===== config.mk =====
export PLATFORM = sky130hd
export DESIGN_NAME = ue_id_and_sounding_slot_allocator_core
export DESIGN_NICKNAME = d
export VERILOG_FILES = /design/src/sv/usa_pkg.sv /design/src/sv/usa_ram.sv /design/src/sv/usa_seq.sv /design/src/sv/ue_id_and_sounding_slot_allocator_core.sv
export SDC_FILE = /design/constraint.sdc
export NUM_CORES = 1
export LEC_CHECK = 0
export BUFFER_PORTS_ARGS = -buffer_cell sky130_fd_sc_hd__buf_2
export CAP_MARGIN = 20
export CORE_MARGIN = 5
export CORE_UTILIZATION = 40
export DETAILED_ROUTE_END_ITERATION = 8
export GPL_ROUTABILITY_DRIVEN = 1
export GPL_TIMING_DRIVEN = 0
export MAX_ROUTING_LAYER = met4
export PLACE_DENSITY = 0.63
export SYNTH_ARGS = -nofsm -noshare
export SYNTH_HDL_FRONTEND = slang
export SYNTH_SLANG_ARGS = --single-unit

===== constraint.sdc =====
create_clock -name clk_i -period 7.95 [get_ports clk_i]
set_clock_uncertainty 0.2 [all_clocks]
set_input_delay 0 -clock clk_i [delete_from_list [all_inputs] [get_ports clk_i]]
set_output_delay 0 -clock clk_i [all_outputs]
set_load 0.02 [all_outputs]

===== src/sv/usa_pkg.sv =====
package usa_pkg;

  localparam int unsigned ID_W        = 16;
  localparam int unsigned IDX_W       = 10;
  localparam int unsigned SUB_W       = 50;
  localparam int unsigned LVL_W       = 4;
  localparam int unsigned ENT_W       = ID_W + IDX_W;
  localparam int unsigned TOP_LEVEL   = 8;
  localparam int unsigned MAX_UES_DEF = 64;
  localparam int unsigned STEP_W      = 4;

  // microprogram step addresses
  localparam logic [STEP_W-1:0] ST_IDLE   = STEP_W'(0);
  localparam logic [STEP_W-1:0] ST_CHK    = STEP_W'(1);
  localparam logic [STEP_W-1:0] ST_S_RD   = STEP_W'(2);
  localparam logic [STEP_W-1:0] ST_S_CMP  = STEP_W'(3);
  localparam logic [STEP_W-1:0] ST_DECIDE = STEP_W'(4);
  localparam logic [STEP_W-1:0] ST_I_INIT = STEP_W'(5);
  localparam logic [STEP_W-1:0] ST_I_RD   = STEP_W'(6);
  localparam logic [STEP_W-1:0] ST_I_WR   = STEP_W'(7);
  localparam logic [STEP_W-1:0] ST_PUT    = STEP_W'(8);
  localparam logic [STEP_W-1:0] ST_R_RD   = STEP_W'(9);
  localparam logic [STEP_W-1:0] ST_R_WR   = STEP_W'(10);
  localparam logic [STEP_W-1:0] ST_FULL   = STEP_W'(11);

  typedef enum logic [3:0] {
    OP_NONE,
    OP_CAPTURE,
    OP_SCAN,
    OP_DECIDE,
    OP_LOAD,
    OP_SHIFT,
    OP_PUT,
    OP_RENUM,
    OP_FULL
  } op_e;

  typedef enum logic [2:0] {
    C_NEVER,
    C_ALWAYS,
    C_NSTART,
    C_FULL,
    C_PTR_END,
    C_ID_LE,
    C_RENUM,
    C_AT_POS
  } cond_e;

  typedef enum logic {
    RA_PTR,
    RA_PTR_M1
  } rsel_e;

  typedef struct packed {
    op_e               op;
    cond_e             cond;
    rsel_e             rsel;
    logic [STEP_W-1:0] target;
  } ctrl_t;

  typedef struct packed {
    logic start;
    logic full;
    logic ptr_end;
    logic id_le;
    logic renum;
    logic at_pos;
  } flags_t;

  // control store: jump to target when cond holds, else next step
  function automatic ctrl_t ucode(logic [STEP_W-1:0] s);
    ctrl_t c;
    case (s)
      ST_IDLE:   c = '{OP_CAPTURE, C_NSTART,  RA_PTR,    ST_IDLE};
      ST_CHK:    c = '{OP_NONE,    C_FULL,    RA_PTR,    ST_FULL};
      ST_S_RD:   c = '{OP_NONE,    C_PTR_END, RA_PTR,    ST_DECIDE};
      ST_S_CMP:  c = '{OP_SCAN,    C_ID_LE,   RA_PTR,    ST_S_RD};
      ST_DECIDE: c = '{OP_DECIDE,  C_RENUM,   RA_PTR,    ST_R_RD};
      ST_I_INIT: c = '{OP_LOAD,    C_NEVER,   RA_PTR,    ST_IDLE};
      ST_I_RD:   c = '{OP_NONE,    C_AT_POS,  RA_PTR_M1, ST_PUT};
      ST_I_WR:   c = '{OP_SHIFT,   C_ALWAYS,  RA_PTR,    ST_I_RD};
      ST_PUT:    c = '{OP_PUT,     C_ALWAYS,  RA_PTR,    ST_IDLE};
      ST_R_RD:   c = '{OP_NONE,    C_PTR_END, RA_PTR,    ST_I_INIT};
      ST_R_WR:   c = '{OP_RENUM,   C_ALWAYS,  RA_PTR,    ST_R_RD};
      ST_FULL:   c = '{OP_FULL,    C_ALWAYS,  RA_PTR,    ST_IDLE};
      default:   c = '{OP_NONE,    C_ALWAYS,  RA_PTR,    ST_IDLE};
    endcase
    return c;
  endfunction

  function automatic logic [IDX_W-1:0] band_size(logic [LVL_W-1:0] lvl);
    logic [IDX_W-1:0] v;
    case (lvl)
      LVL_W'(1): v = IDX_W'(2);
      LVL_W'(2): v = IDX_W'(5);
      LVL_W'(3): v = IDX_W'(10);
      LVL_W'(4): v = IDX_W'(20);
      LVL_W'(5): v = IDX_W'(40);
      LVL_W'(6): v = IDX_W'(80);
      LVL_W'(7): v = IDX_W'(160);
      LVL_W'(8): v = IDX_W'(320);
      default:   v = '0;
    endcase
    return v;
  endfunction

  function automatic logic [IDX_W-1:0] band_low(logic [LVL_W-1:0] lvl);
    logic [IDX_W-1:0] v;
    case (lvl)
      LVL_W'(2): v = IDX_W'(2);
      LVL_W'(3): v = IDX_W'(7);
      LVL_W'(4): v = IDX_W'(17);
      LVL_W'(5): v = IDX_W'(37);
      LVL_W'(6): v = IDX_W'(77);
      LVL_W'(7): v = IDX_W'(157);
      LVL_W'(8): v = IDX_W'(317);
      default:   v = '0;
    endcase
    return v;
  endfunction

endpackage


===== src/sv/usa_ram.sv =====
module usa_ram #(
  parameter int unsigned WIDTH = 8,
  parameter int unsigned DEPTH = 64
) (
  input  logic                     clk_i,
  input  logic                     we_i,
  input  logic [$clog2(DEPTH)-1:0] waddr_i,
  input  logic [WIDTH-1:0]         wdata_i,
  input  logic [$clog2(DEPTH)-1:0] raddr_i,
  output logic [WIDTH-1:0]         rdata_o
);

  logic [WIDTH-1:0] mem [DEPTH];

  always_ff @(posedge clk_i) begin
    if (we_i) begin
      mem[waddr_i] <= wdata_i;
    end
    rdata_o <= mem[raddr_i];
  end

endmodule


===== src/sv/usa_seq.sv =====
module usa_seq (
  input  logic            clk_i,
  input  logic            rst_ni,
  input  usa_pkg::flags_t flags_i,
  output usa_pkg::ctrl_t  ctrl_o,
  output logic            busy_o
);
  import usa_pkg::*;

  logic [STEP_W-1:0] step_q, step_d;
  logic              take;

  assign ctrl_o = ucode(step_q);
  assign busy_o = (step_q != ST_IDLE);

  always_comb begin
    unique case (ctrl_o.cond)
      C_NEVER:   take = 1'b0;
      C_ALWAYS:  take = 1'b1;
      C_NSTART:  take = !flags_i.start;
      C_FULL:    take = flags_i.full;
      C_PTR_END: take = flags_i.ptr_end;
      C_ID_LE:   take = flags_i.id_le;
      C_RENUM:   take = flags_i.renum;
      C_AT_POS:  take = flags_i.at_pos;
      default:   take = 1'b0;
    endcase
    step_d = take ? ctrl_o.target : step_q + STEP_W'(1);
  end

  always_ff @(posedge clk_i or negedge rst_ni) begin
    if (!rst_ni) begin
      step_q <= ST_IDLE;
    end else begin
      step_q <= step_d;
    end
  end

endmodule


===== src/sv/ue_id_and_sounding_slot_allocator_core.sv =====
// Channel   Direction  Handshake                 Payload
// request   in         start / busy              subscriber_id_i
// result    out        res_valid_o (one cycle)   ue_id_o, sounding_index_o, subscriber_echo_o,
//                                                is_reconfig_o, status_o, last_o
// config    in         cfg_valid_i / cfg_ready_o rnti_start_i
//
// Busy covers the full check, the id search (which may run off the table end, or wrap to id 1
// and rescan from the table head), the sorted insert that moves later entries up and, on a band
// change, the renumber of all stored UEs; the setup result is valid in the first cycle with busy low.
// A full table also gives its result once busy is low. Renumber results leave one per stored UE, never back to back.
// Reset clears count, level, last id and last index; the table RAM is not cleared.
// The receiver cannot stall: each result is presented for exactly one cycle.
module ue_id_and_sounding_slot_allocator_core #(
  parameter int unsigned MAX_UES = usa_pkg::MAX_UES_DEF
) (
  input  logic                      clk_i,
  input  logic                      rst_ni,
  input  logic                      start,
  output logic                      busy,
  input  logic [usa_pkg::SUB_W-1:0] subscriber_id_i,
  output logic                      res_valid_o,
  output logic [usa_pkg::ID_W-1:0]  ue_id_o,
  output logic [usa_pkg::IDX_W-1:0] sounding_index_o,
  output logic [usa_pkg::SUB_W-1:0] subscriber_echo_o,
  output logic                      is_reconfig_o,
  output logic                      status_o,
  output logic                      last_o,
  input  logic                      cfg_valid_i,
  output logic                      cfg_ready_o,
  input  logic [usa_pkg::ID_W-1:0]  rnti_start_i
);
  import usa_pkg::*;

  localparam int unsigned AW = $clog2(MAX_UES);
  localparam int unsigned CW = $clog2(MAX_UES + 1);

  ctrl_t  ctrl;
  flags_t flags;

  logic [CW-1:0]    cnt_q, cnt_d;
  logic [LVL_W-1:0] lvl_q, lvl_d;
  logic [ID_W-1:0]  last_id_q, last_id_d;
  logic [IDX_W-1:0] last_idx_q, last_idx_d;

  logic [SUB_W-1:0] sub_q, sub_d;
  logic [ID_W-1:0]  cand_q, cand_d;
  logic [CW-1:0]    ptr_q, ptr_d;
  logic [CW-1:0]    pos_q, pos_d;
  logic [IDX_W-1:0] nidx_q, nidx_d;

  logic             res_valid_q, res_valid_d;
  logic [ID_W-1:0]  res_id_q, res_id_d;
  logic [IDX_W-1:0] res_idx_q, res_idx_d;
  logic [SUB_W-1:0] res_sub_q, res_sub_d;
  logic             res_rcf_q, res_rcf_d;
  logic             res_st_q, res_st_d;
  logic             res_last_q, res_last_d;

  logic             ram_we;
  logic [AW-1:0]    ram_waddr, ram_raddr;
  logic [ENT_W-1:0] ram_wdata, ram_rdata;

  logic [ID_W-1:0]  rd_id;
  logic [CW-1:0]    ptr_m1;
  logic [LVL_W-1:0] lvl_inc;
  logic             renum_w;

  usa_seq u_seq (
    .clk_i  (clk_i),
    .rst_ni (rst_ni),
    .flags_i(flags),
    .ctrl_o (ctrl),
    .busy_o (busy)
  );

  // table entry: {ue id, sounding index}, kept sorted by id
  usa_ram #(
    .WIDTH(ENT_W),
    .DEPTH(MAX_UES)
  ) u_tbl (
    .clk_i  (clk_i),
    .we_i   (ram_we),
    .waddr_i(ram_waddr),
    .wdata_i(ram_wdata),
    .raddr_i(ram_raddr),
    .rdata_o(ram_rdata)
  );

  assign rd_id     = ram_rdata[ENT_W-1 -: ID_W];
  assign ptr_m1    = ptr_q - CW'(1);
  assign lvl_inc   = lvl_q + LVL_W'(1);
  assign ram_raddr = (ctrl.rsel == RA_PTR) ? ptr_q[AW-1:0] : ptr_m1[AW-1:0];

  // band full: move up one level and renumber everything
  assign renum_w = (lvl_q != '0) && (lvl_q < LVL_W'(TOP_LEVEL)) &&
                   (IDX_W'(cnt_q) == band_size(lvl_q));

  assign cfg_ready_o = !busy;

  always_comb begin
    flags.start   = start;
    flags.full    = (cnt_q == CW'(MAX_UES));
    flags.ptr_end = (ptr_q == cnt_q);
    flags.id_le   = (rd_id <= cand_q);
    flags.renum   = renum_w;
    flags.at_pos  = (ptr_q == pos_q);
  end

  always_comb begin
    cnt_d       = cnt_q;
    lvl_d       = lvl_q;
    last_id_d   = last_id_q;
    last_idx_d  = last_idx_q;
    sub_d       = sub_q;
    cand_d      = cand_q;
    ptr_d       = ptr_q;
    pos_d       = pos_q;
    nidx_d      = nidx_q;
    res_valid_d = 1'b0;
    res_id_d    = res_id_q;
    res_idx_d   = res_idx_q;
    res_sub_d   = res_sub_q;
    res_rcf_d   = res_rcf_q;
    res_st_d    = res_st_q;
    res_last_d  = res_last_q;
    ram_we      = 1'b0;
    ram_waddr   = ptr_q[AW-1:0];
    ram_wdata   = ram_rdata;

    if (cfg_valid_i && cfg_ready_o) begin
      last_id_d = rnti_start_i;
    end

    unique case (ctrl.op)
      OP_NONE: begin
      end
      OP_CAPTURE: begin
        sub_d  = subscriber_id_i;
        cand_d = (last_id_q == '0) ? ID_W'(1) : last_id_q;
        ptr_d  = '0;
      end
      OP_SCAN: begin
        if (rd_id == cand_q) begin
          if (cand_q == '1) begin
            // id space wraps past zero: restart at id 1 from the table head
            cand_d = ID_W'(1);
            ptr_d  = '0;
          end else begin
            cand_d = cand_q + ID_W'(1);
            ptr_d  = ptr_q + CW'(1);
          end
        end else if (rd_id < cand_q) begin
          ptr_d = ptr_q + CW'(1);
        end
      end
      OP_DECIDE: begin
        pos_d = ptr_q;
        ptr_d = '0;
        if (lvl_q == '0) begin
          nidx_d = '0;
          lvl_d  = LVL_W'(1);
        end else if (renum_w) begin
          lvl_d  = lvl_inc;
          nidx_d = band_low(lvl_inc);
        end else begin
          nidx_d = last_idx_q + IDX_W'(1);
        end
      end
      OP_LOAD: begin
        ptr_d = cnt_q;
      end
      OP_SHIFT: begin
        ram_we    = 1'b1;
        ram_waddr = ptr_q[AW-1:0];
        ram_wdata = ram_rdata;
        ptr_d     = ptr_m1;
      end
      OP_PUT: begin
        ram_we      = 1'b1;
        ram_waddr   = pos_q[AW-1:0];
        ram_wdata   = {cand_q, nidx_q};
        cnt_d       = cnt_q + CW'(1);
        last_id_d   = cand_q;
        last_idx_d  = nidx_q;
        res_valid_d = 1'b1;
        res_id_d    = cand_q;
        res_idx_d   = nidx_q;
        res_sub_d   = sub_q;
        res_rcf_d   = 1'b0;
        res_st_d    = 1'b0;
        res_last_d  = 1'b1;
      end
      OP_RENUM: begin
        ram_we      = 1'b1;
        ram_waddr   = ptr_q[AW-1:0];
        ram_wdata   = {rd_id, nidx_q};
        ptr_d       = ptr_q + CW'(1);
        nidx_d      = nidx_q + IDX_W'(1);
        res_valid_d = 1'b1;
        res_id_d    = rd_id;
        res_idx_d   = nidx_q;
        res_sub_d   = '0;
        res_rcf_d   = 1'b1;
        res_st_d    = 1'b0;
        res_last_d  = 1'b0;
      end
      OP_FULL: begin
        res_valid_d = 1'b1;
        res_id_d    = '0;
        res_idx_d   = '0;
        res_sub_d   = sub_q;
        res_rcf_d   = 1'b0;
        res_st_d    = 1'b1;
        res_last_d  = 1'b1;
      end
      default: begin
      end
    endcase
  end

  always_ff @(posedge clk_i or negedge rst_ni) begin
    if (!rst_ni) begin
      cnt_q       <= '0;
      lvl_q       <= '0;
      last_id_q   <= '0;
      last_idx_q  <= '0;
      res_valid_q <= 1'b0;
    end else begin
      cnt_q       <= cnt_d;
      lvl_q       <= lvl_d;
      last_id_q   <= last_id_d;
      last_idx_q  <= last_idx_d;
      res_valid_q <= res_valid_d;
    end
  end

  always_ff @(posedge clk_i) begin
    sub_q      <= sub_d;
    cand_q     <= cand_d;
    ptr_q      <= ptr_d;
    pos_q      <= pos_d;
    nidx_q     <= nidx_d;
    res_id_q   <= res_id_d;
    res_idx_q  <= res_idx_d;
    res_sub_q  <= res_sub_d;
    res_rcf_q  <= res_rcf_d;
    res_st_q   <= res_st_d;
    res_last_q <= res_last_d;
  end

  assign res_valid_o       = res_valid_q;
  assign ue_id_o           = res_id_q;
  assign sounding_index_o  = res_idx_q;
  assign subscriber_echo_o = res_sub_q;
  assign is_reconfig_o     = res_rcf_q;
  assign status_o          = res_st_q;
  assign last_o            = res_last_q;

  a_full_only_at_max : assert property (@(posedge clk_i) disable iff (!rst_ni)
    res_valid_o && status_o |-> cnt_q == CW'(MAX_UES))
    else $error("full status while table has room");

  a_setup_counts : assert property (@(posedge clk_i) disable iff (!rst_ni)
    res_valid_o && !is_reconfig_o && !status_o |-> (cnt_q - $past(cnt_q)) == CW'(1))
    else $error("setup result without count increment");

  a_reconfig_level : assert property (@(posedge clk_i) disable iff (!rst_ni)
    res_valid_o && is_reconfig_o |-> (lvl_q >= LVL_W'(2)) && !last_o && !status_o)
    else $error("renumber result out of place");

  a_start_busy : assert property (@(posedge clk_i) disable iff (!rst_ni)
    start && !busy |=> busy)
    else $error("request transfer did not start the sequencer");

endmodule

==> run_results.csv <==
group,metric,value,unit
cts,cts_max_path_buffers,3,
yosys,yosysMostFrequentCell,"edfxtp_1",
floorplanning,fp.dieW,370,µm
place,numPortBuffers,151,
cts,clock_latency,750,ps
worst_setup_path,timing.rr.start,"ptr_q[0]",
cts,root_buffer,"clkbuf_16",
worst_setup_path,cp_top_family,"buffers and inverters",
run,drv_cap,0,
worst_setup_path,arrival,7160,ps
cts,cts_max_level,4,
worst_setup_path,worstPathCellList,"buf_2, inv_2, clkbuf_1, clkbuf_1, ha_1, buf_2, inv_1, nor3_1, a21oi_1, buf_4, buf_2, buf_1, o22ai_1, nor4_1, nor4_1, nor4_1",
worst_setup_path,required,8310,ps
drt,route.detailed.drc,0,
cts,clk_pin_slew_worst_paths,60,ps
grt,grt_pass1_wl,217000,µm
yosys,yosysTopAreaCellShare,69.1,%
worst_setup_path,critPathSlowestCell,"nor4_1",
drt,vias,34400,
cts,cts_setup_buffers,0,
drt,post_drt_wl_per_cell,24.6,µm
worst_setup_path,critPathMaxStageDelay,720,ps
worst_setup_path,crit_type,"reg -> reg",
floorplanning,rows,132,
worst_setup_path,cp-startpoint,"ptr_q[0]",
power,report.power.total,0.0129,W
worst_setup_path,critPathMaxFanout,10,
cts,clock_sinks,1251,
yosys,yosys-top-cells-area,"edfxtp_1 (69%), nand2_1 (4.2%), mux2i_1 (3.4%)",
cts,tritoncts,"built",
power,leakage,17.1,nW
grt,grt_pass1_vias,32800,
timing,fin_crit,6800,ps
drt,drt_iter0_markers,4234,
cts,cts_buffers,131,
timing,finalSetupViolations,0,
cts,postCtsHoldBufs,141,
worst_setup_path,worstReg2RegEnd,"u_tbl.rdata_o[10]",
worst_setup_path,reg2regPathDepth,16,
worst_setup_path,crit_path_end,"u_tbl.rdata_o[10]",
floorplanning,pin_count,152,
place,place_hpwl,101000,µm
yosys,ys_ff_latch,1251,
place,place_congestion,0.989,
yosys,yosys_warnings,0,
yosys,yosys_most_used_dff,"edfxtp_1",
drt,wl,151000,µm
timing,slew_headroom,26.0,%
timing,min_period_over_period,85.6,%
grt,grtUsageTotal,22.1,%
worst_setup_path,critPathBufInv,9,
timing,worst_pin_slew,1100,ps
grt,gr-total-overflow,0,
worst_setup_path,startpoint_type,"register",
yosys,synth_area,51800,µm²
hold_path,hp-class,"in -> async",
timing,fmax,0.147,GHz
floorplanning,start_util,40.1,%
run_status,status,"completed",
power,p_per_area,210,nW/µm²
finish,fillers,11100,
drt,vias_per_cell,5.62,
drt,dr.pass1.iters,7,
finish,drive_gt1_share,15.0,%
timing,maxSlewViolCount,0,
yosys,syn_nets,3863,
worst_setup_path,reg2reg_slack,1150,ps
timing,rsz0062_at_grt,"false",
finish,final_nets,4375,
yosys,synth_edf_count,1193,
yosys,ys_types,89,
floorplanning,die_h,370,µm
grt,grt_max_degree,65,
floorplanning,core,129000,µm²
timing,whs,119,ps
yosys,synth.avg_cell_area,13.8,µm²
grt,antenna_found_initial,6,
cts,post_cts_resized,0,
floorplanning,die-area,137000,µm²
yosys,synthArstFlopShare,3.36,%
finish,area_growth,18.9,%
timing,hold_violations,0,
worst_setup_path,endpoint_kind,"register",
worst_setup_path,worstSetupPathDepth,16,
yosys,synth_largest_area_cell,"edfxtp_1",
yosys,seq_area_frac_synth,71.8,%
drt,drt.antenna.violating_nets,0,
yosys,synthTopCellsByCount,"edfxtp_1 (1193), nand2_1 (585), nor2_1 (296), nand3_1 (234), mux2i_1 (174)",
yosys,synth_cells,3759,
power,peakVddDrop,0.174,mV
==> cell usage in the layout, fill, tap and decap left out, types with 39 or more instances in the layout <==
| master | netlist | final |
|---|---|---|
| mux2i_1 | 174 | 174 |
| buf_2 | 74 | 236 |
| dfrtp_1 | 42 | 42 |
| nand2_1 | 585 | 569 |
| xnor2_1 | 42 | 42 |
| nor4_1 | 147 | 146 |
| o21ai_0 | 67 | 66 |
| nor2_1 | 296 | 252 |
| nand3_1 | 234 | 234 |
| o22ai_1 | 104 | 104 |
| clkbuf_16 | 0 | 137 |
| edfxtp_1 | 1193 | 1193 |
| dlygate4sd3_1 | 0 | 140 |
| a21oi_1 | 130 | 130 |
| nor2b_1 | 66 | 66 |
| clkbuf_1 | 114 | 148 |
| inv_1 | 39 | 39 |
| nor2_2 | 0 | 44 |
==> power by group <==
group | switching, W | total [W] | internal [W] | leakage (nW)
Clock | 0.00250 | 0.00573 | 0.00323 | 1.94
Combinational | 0.0000231 | 0.0000797 | 0.0000566 | 7.39
Sequential | 0 | 0.00711 | 0.00711 | 7.76
==> per-layer routing <==
layer | share of wire, % | wire [µm] | track usage (%)
met5 | 0 | 0 | -
met2 | 46 | 69300 | 33.7
met4 | 4.2 | 6400 | 8.68
met1 | 41 | 61000 | 29.5
met3 | 9.2 | 13800 | 4.19
==> cell families after synthesis <==
kind of cell	after synthesis	synth area share, %
mux	215	5.06
compound gates	453	5.60
fa+ha+maj	34	0.821
xor+xnor	60	1.13
simple gates	1479	13.4
buf+inv	267	2.19
flops	1251	71.8
==> flip-flops by register name, summed over array words and instances (netlist names) <==
register	count
cand_q	16
status_o	1
res_valid_o	1
pos_q	7
nidx_q	10
sounding_index_o	10
sub_q	50
subscriber_echo_o	50
cnt_q	7
last_o	1
u_tbl.rdata_o	16
u_seq.step_q	4
ue_id_o	16
is_reconfig_o	1
lvl_q	4
u_tbl.mem	1024
last_idx_q	10
last_id_q	16
ptr_q	7
==> worst reg2reg max path, stage by stage, from the launching register on <==
cell and delay (ps):
edfxtp_1 440, buf_2 230, inv_2 210, clkbuf_1 610, clkbuf_1 570, ha_1 350, buf_2 220, inv_1 280
nor3_1 100, a21oi_1 440, buf_4 270, buf_2 440, buf_1 480, o22ai_1 150, nor4_1 640, nor4_1 260
nor4_1 730
==> per-stage QoR <==
stage | utilization (%) | instance area (µm²) | setup TNS [ps] | setup WS, ps | std cells
floorplan | - | 51800 | 0 | 1650 | 3759
global placement | 42.4 | 54800 | -171060 | -2200 | 5652
detailed placement | 43.5 | 56200 | 0 | 1430 | 5735
CTS | 47.7 | 61600 | 0 | 1360 | 6111
global route | 47.7 | 61600 | 0 | 1050 | 6119
finish | 47.7 | 61600 | 0 | 1150 | 6119
==> cell type report <==
class | count | area, µm² | share of cell area [%]
Tap cell | 1742 | 2180 | 3.54
Timing Repair Buffer | 379 | 3360 | 5.45
Sequential cell | 1251 | 37200 | 60.4
Clock inverter | 64 | 417 | 0.676
Inverter | 43 | 161 | 0.262
Multi-Input combinational cell | 2241 | 13700 | 22.3
Clock buffer | 171 | 3560 | 5.77
Buffer | 224 | 971 | 1.58
Antenna cell | 4 | 10.0 | 0.0163
==> how the worst min path moves through the flow <==
stage	start	endpoint	slack [ps]
floorplan	rst_ni	cnt_q[0]	-500
global placement	subscriber_id_i[6]	sub_q[6]	-20
detailed placement	subscriber_id_i[43]	sub_q[43]	-20
CTS	rst_ni	lvl_q[0]	120
global route	rst_ni	lvl_q[2]	150
finish	rst_ni	lvl_q[2]	120
(Power assumes the default switching activity.)
